$ cat src/hw/rtl/grid_astar_path_search_macros.svh
// ----------------------------------------------------------------------------
// grid path search assertion macros
// concurrent assertion helpers, compiled out with NO_ASSERTIONS
// ----------------------------------------------------------------------------
`ifndef GRID_ASTAR_PATH_SEARCH_MACROS_SVH
`define GRID_ASTAR_PATH_SEARCH_MACROS_SVH
`ifndef NO_ASSERTIONS
// property holds whenever the antecedent holds
`define GASP_ASSERT_IMPLIES(label, clk, rst, ante, cons) \
   label: assert property (@(posedge clk) disable iff (rst) (ante) |-> (cons)) \
      else $error("grid path search assertion failed");
// property holds on every clock edge out of reset
`define GASP_ASSERT_ALWAYS(label, clk, rst, expr) \
   label: assert property (@(posedge clk) disable iff (rst) (expr)) \
      else $error("grid path search assertion failed");
`else
`define GASP_ASSERT_IMPLIES(label, clk, rst, ante, cons)
`define GASP_ASSERT_ALWAYS(label, clk, rst, expr)
`endif
`endif

$ cat src/hw/rtl/gasp_pkg.sv
// ----------------------------------------------------------------------------
// grid path search package
// shared constants, codes, state type and helper functions
// ----------------------------------------------------------------------------
`timescale 1ns / 1ps
`default_nettype none
package gasp_pkg;
   localparam int GRID_SIDE  = 16;
   localparam int CELL_TOTAL = GRID_SIDE * GRID_SIDE;
   localparam int CELL_W     = 8;
   localparam int COST_W     = 8;
   localparam int G_W        = 17;
   localparam int PRIO_W     = 40;
   localparam int QENT_W     = PRIO_W + CELL_W;
   localparam int PITCH_W    = 16;
   localparam int DIM_W      = 5;
   localparam int SPAN_W     = 13;
   localparam int HEUR_W     = PITCH_W + SPAN_W - 8;
   localparam int TRAIL_W    = 9;
   localparam int CSR_IDX_W  = 2;

   typedef enum logic [1:0] {
      STATUS_PATH     = 2'd0,
      STATUS_UNREACH  = 2'd1,
      STATUS_TRUNC    = 2'd2,
      STATUS_OVERFLOW = 2'd3
   } status_type;

   typedef enum logic {
      OP_WRITE  = 1'b0,
      OP_SEARCH = 1'b1
   } op_type;

   typedef enum logic [CSR_IDX_W-1:0] {
      CSR_COLUMNS = 2'd0,
      CSR_ROWS    = 2'd1,
      CSR_PITCH   = 2'd2
   } csr_type;

   typedef enum logic [3:0] {
      S_IDLE, S_POP_CHECK, S_SCAN, S_MOVE_RD, S_MOVE_WR, S_EXP_RD, S_EXP_SUM,
      S_NB_CHECK, S_NB_CMP, S_NB_PUSH, S_TR_STEP, S_TR_WAIT, S_EM_RD,
      S_EM_LOAD, S_RSP_WAIT
   } state_type;

   typedef struct packed {
      logic signed [1:0] dr;
      logic signed [1:0] dc;
   } step_type;

   typedef struct packed {
      logic                start;
      logic [CELL_W-1:0]   node;
      logic [CELL_W-1:0]   goal;
      logic [PITCH_W-1:0]  pitch;
   } heur_req_type;

   // neighbour order n, e, s, w, nw, ne, se, sw
   function automatic step_type nb_step(input logic [2:0] d);
      step_type s;
      case (d)
         3'd0:    s = '{dr: -2'sd1, dc:  2'sd0};
         3'd1:    s = '{dr:  2'sd0, dc:  2'sd1};
         3'd2:    s = '{dr:  2'sd1, dc:  2'sd0};
         3'd3:    s = '{dr:  2'sd0, dc: -2'sd1};
         3'd4:    s = '{dr: -2'sd1, dc: -2'sd1};
         3'd5:    s = '{dr: -2'sd1, dc:  2'sd1};
         3'd6:    s = '{dr:  2'sd1, dc:  2'sd1};
         default: s = '{dr:  2'sd1, dc: -2'sd1};
      endcase
      return s;
   endfunction

   // active dimension clamped to 1..grid side
   function automatic logic [DIM_W-1:0] active_dim(input logic [DIM_W-1:0] v);
      logic [DIM_W-1:0] r;
      if (v == '0) r = DIM_W'(1);
      else if (v > DIM_W'(GRID_SIDE)) r = DIM_W'(GRID_SIDE);
      else r = v;
      return r;
   endfunction
endpackage
`default_nettype wire

$ cat src/hw/rtl/gasp_heur.sv
// ----------------------------------------------------------------------------
// diagonal heuristic unit
// pitch * (256*(dx+dy) - 150*min(dx,dy)) / 256, one registered multiply
// ----------------------------------------------------------------------------
`timescale 1ns / 1ps
`default_nettype none
module gasp_heur
   import gasp_pkg::*;
(
   input  wire logic         clock,
   input  heur_req_type      req,
   output logic [HEUR_W-1:0] heur
);
   logic [3:0]                dx;
   logic [3:0]                dy;
   logic [3:0]                mn;
   logic [SPAN_W-1:0]         span;
   logic [PITCH_W+SPAN_W-1:0] prod;
   logic [HEUR_W-1:0]         heur_ff;
   logic [HEUR_W-1:0]         heur_in;

   // column and row distances, diagonal span and scaled product
   always_comb begin
      dx = (req.node[3:0] > req.goal[3:0]) ? req.node[3:0] - req.goal[3:0]
                                            : req.goal[3:0] - req.node[3:0];
      dy = (req.node[7:4] > req.goal[7:4]) ? req.node[7:4] - req.goal[7:4]
                                            : req.goal[7:4] - req.node[7:4];
      mn = (dx < dy) ? dx : dy;
      span = {({1'b0, dx} + {1'b0, dy}), 8'b0} - SPAN_W'(mn) * SPAN_W'(150);
      prod = PITCH_W'(req.pitch) * SPAN_W'(span);
      heur_in = req.start ? prod[PITCH_W+SPAN_W-1:8] : heur_ff;
   end

   always_ff @(posedge clock) begin
      heur_ff <= heur_in;
   end

   assign heur = heur_ff;
endmodule
`default_nettype wire
$ cat config.mk
export PLATFORM = sky130hd
export DESIGN_NAME = gasp_heur
export DESIGN_NICKNAME = d
export VERILOG_FILES = /design/src/hw/rtl/grid_astar_path_search_macros.svh /design/src/hw/rtl/gasp_pkg.sv /design/src/hw/rtl/gasp_heur.sv
export SDC_FILE = /design/constraint.sdc
export NUM_CORES = 1
export LEC_CHECK = 0
export ABC_CLOCK_PERIOD_IN_PS = 31400
export BUFFER_PORTS_ARGS = -buffer_cell sky130_fd_sc_hd__buf_2
export CAP_MARGIN = 20
export CORE_ASPECT_RATIO = 1.25
export CORE_UTILIZATION = 40
export CTS_CLUSTER_SIZE = 14
export DETAILED_ROUTE_END_ITERATION = 10
export PLACE_DENSITY = 0.55
export RECOVER_POWER = 50
export SLEW_MARGIN = 25
export SYNTH_ARGS = -nofsm -noshare
export SYNTH_HDL_FRONTEND = slang
export SYNTH_SLANG_ARGS = --single-unit
$ cat constraint.sdc
create_clock -name clock -period 31.4 [get_ports clock]
set_input_delay 9.42 -clock clock [delete_from_list [all_inputs] [get_ports clock]]
set_output_delay 9.42 -clock clock [all_outputs]
set_load 0.01 [all_outputs]
==> metrics.md <==
| Metric | Value |
|---|---|
| Worst min-delay path class | in -> reg |
| Total setup buffers inserted after CTS | 0 |
| Number of synthesized flops with an enable pin | 21 |
| Multiplexer area fraction after synthesis | 2.133% |
| Vias per inst | 5.061 |
| Core Area | 21040 um2 |
| Die span in y | 166.7 um |
| Worst slew margin | 26.90% |
| Largest family of logic cells by synthesized area | adder cells |
| GR Util All Layers | 19.40% |
| DRC | 0 |
| Area leader, netlist | fa_1 |
| Slew Viols, Final | 0 |
| Die area | 22310 um2 |
| Routability Congestion | 0.8657 |
| Half-perimeter wire length after placement | 17290 um |
| Worst slew pin tran | 1.096 ns |
| Setup violations, final | 0 |
| Largest net degree at the start of global routing | 22 |
| Fin Setup TNS | 0 ns |
| Slowest stage delay, CP | 0.64 ns |
| CP Data Arrival Time | 20.75 ns |
| Starting Density | 41.27% |
| #FFs+latches synth | 21 |
| Die width | 133.8 um |
| Grt ovf | 0 |
| Max H-tree Level | 1 |
| Total wire length | 20500 um |
| CTS Hold Buffers Added | 0 |
| Worst path slowest cell | o41ai_1 |
| Post-Syn Area | 8683 um2 |
| Number of global-route vias before repair | 6825 |
| TritonCTS Buffers | 3 |
| Unrepaired setup endpoints after global routing | false |
| Clock Sinks | 21 |
| XOR/XNOR Fraction of Synth Area | 4.524% |
| Startpoint types | primary input |
| ANT nets after route | 0 |
| Most common cell on crit path | fa_1 |
| Outcome | completed |
| Global-route wire length before repair | 34510 um |
| Clock Tree Root | clkbuf_16 |
| Post-Synth Simple-Gate Area | 15.29% |
| TritonCTS clock tree | done |
| Area share of the largest cell type after synthesis | 33.43% |
| Rows | 59 |
| Final period util | 66.07% |
| Filler Cells Inserted | 2094 |
| Drt pass-1 iters | 5 |
| Synth top area cells | fa_1, ha_1, inv_1, edfxtp_1, nand2_1 |
| Initial antenna violation count | 2 |
| I/O pin count | 55 |
| Prevailing post-synth register cell | edfxtp_1 |
| Layout cells sized above 1 | 7.913% |
| Critical path endpoint category | flip-flop |
| Post-synthesis to final-layout area growth | 6.787% |
| Cells after synthesis | 981 |
| Yosys warning total | 0 |
| Complex-gate fraction of the synthesized area | 9.380% |
| I/O Buffers | 54 |
| Max capacitance violation total | 0 |
| Most frequent cells in the layout | inv_1, fa_1, nand2_1 |
| Hold Vio Cnt, Final | 0 |
| Asr flop ratio synth | 0% |
| Initial DRC count | 194 |
| Critical path type | in -> reg |
| Data required, critical path | 31.40 ns |
| Crit-path max FO | 16 |
| Synth Area in Adders | 50.14% |
| Max Freq | 0.04820 GHz |
| Clk buf depth | 2 |
| Max reg flops | 21 |
| Commonest non-fill, non-tap cell in the layout | inv_1 |
| Nets@finish | 1307 |
| Yosys cell types | 61 |
| Vias | 6508 |
| Sequential share of the synthesized area | 7.262% |
| Routed wire per std cell | 15.94 um |
| CTS resizes | 0 |
| Fin crit period | 20.75 ns |
| Syn Area/Cell | 8.852 um2 |
| Syn_nets | 1276 |
| Clk slew on worst S/H paths | 0.05 ns |
==> cell usage after synthesis (2+ instances only) <==
cell	n
buf_4	2
a21boi_1	4
and2_1	46
a21oi_1	29
nor2_1	20
ha_1	116
and4_1	8
and3_1	2
o21bai_1	5
clkbuf_1	24
edfxtp_1	21
o211ai_1	4
nand2_1	141
xor2_1	18
a21o_1	11
or3_1	2
inv_1	216
fa_1	145
xnor2_1	25
nand2b_1	4
a31oi_1	11
and4_2	6
nor3_1	3
nand3_1	7
nand4_1	10
a221oi_1	2
o21ai_0	24
nor3_2	4
nor4_1	6
a211oi_1	7
a21boi_0	6
mux2i_1	16
buf_6	2
buf_2	7
==> metrics by stage <==
stage / instances / util, % / hold slack [ns] / area, um2 / setup slack (ns)
finish: 1286 / 44.07 / 9.928 / 9273 / 10.65
CTS: 1285 / 44.13 / 9.657 / 9284 / 10.55
global placement: 1281 / 43.75 / 9.831 / 9204 / 10.49
floorplan: 981 / - / 9.533 / 8683 / 11.23
detailed placement: 1281 / 43.75 / 9.829 / 9204 / 10.30
global route: 1285 / 44.06 / 10.02 / 9270 / 9.798
==> worst paths after layout <==
path,from,cells past startpoint,endpoint,slack [ns]
max,req[28],42,heur[20],10.65
min,req[32],1,heur[19],9.93
==> final cells by class <==
cell class / count / area [um2] / share of cell area [%]
clock buffers: 3 / 75.07 / 0.8096
multi-input cells: 708 / 7089 / 76.45
well taps: 274 / 342.8 / 3.697
diodes: 1 / 2.502 / 0.02699
flip-flops and latches: 21 / 630.6 / 6.801
inverters: 216 / 810.8 / 8.744
repair buffers: 62 / 316.6 / 3.414
clock inverters: 1 / 5.005 / 0.05397
==> routing by layer <==
layer / up-vias / GRT usage [%] / wire [um]
li1: 3154 / - / -
met1: 3188 / 24.99 / 9232
met2: 139 / 35.03 / 10250
met3: 23 / 1.613 / 718
met4: 4 / 4.150 / 280
met5: - / 0 / 18
==> cell families (layout without fill, tap and decap cells) <==
group,Yosys count,in the layout
AO/OA/AOI/OAI,118,118
XOR/XNOR,44,44
adder cells (fa/ha/maj),261,261
buffers and inverters,252,282
flip-flops,21,21
multiplexers,18,18
other,0,1
AND/OR/NAND/NOR,267,267
==> critical path: cells and delay by family <==
family,cells,cell delay (ns)
buf+inv,7,0.47
compound gates,9,2.41
xor+xnor,3,0.54
simple gates,8,2.01
fa+ha+maj,13,5.29
mux,2,0.57
Power is left out: the tool's default activity adds up to more than one toggle a clock period on the data nets, which glitch-free logic cannot reach.
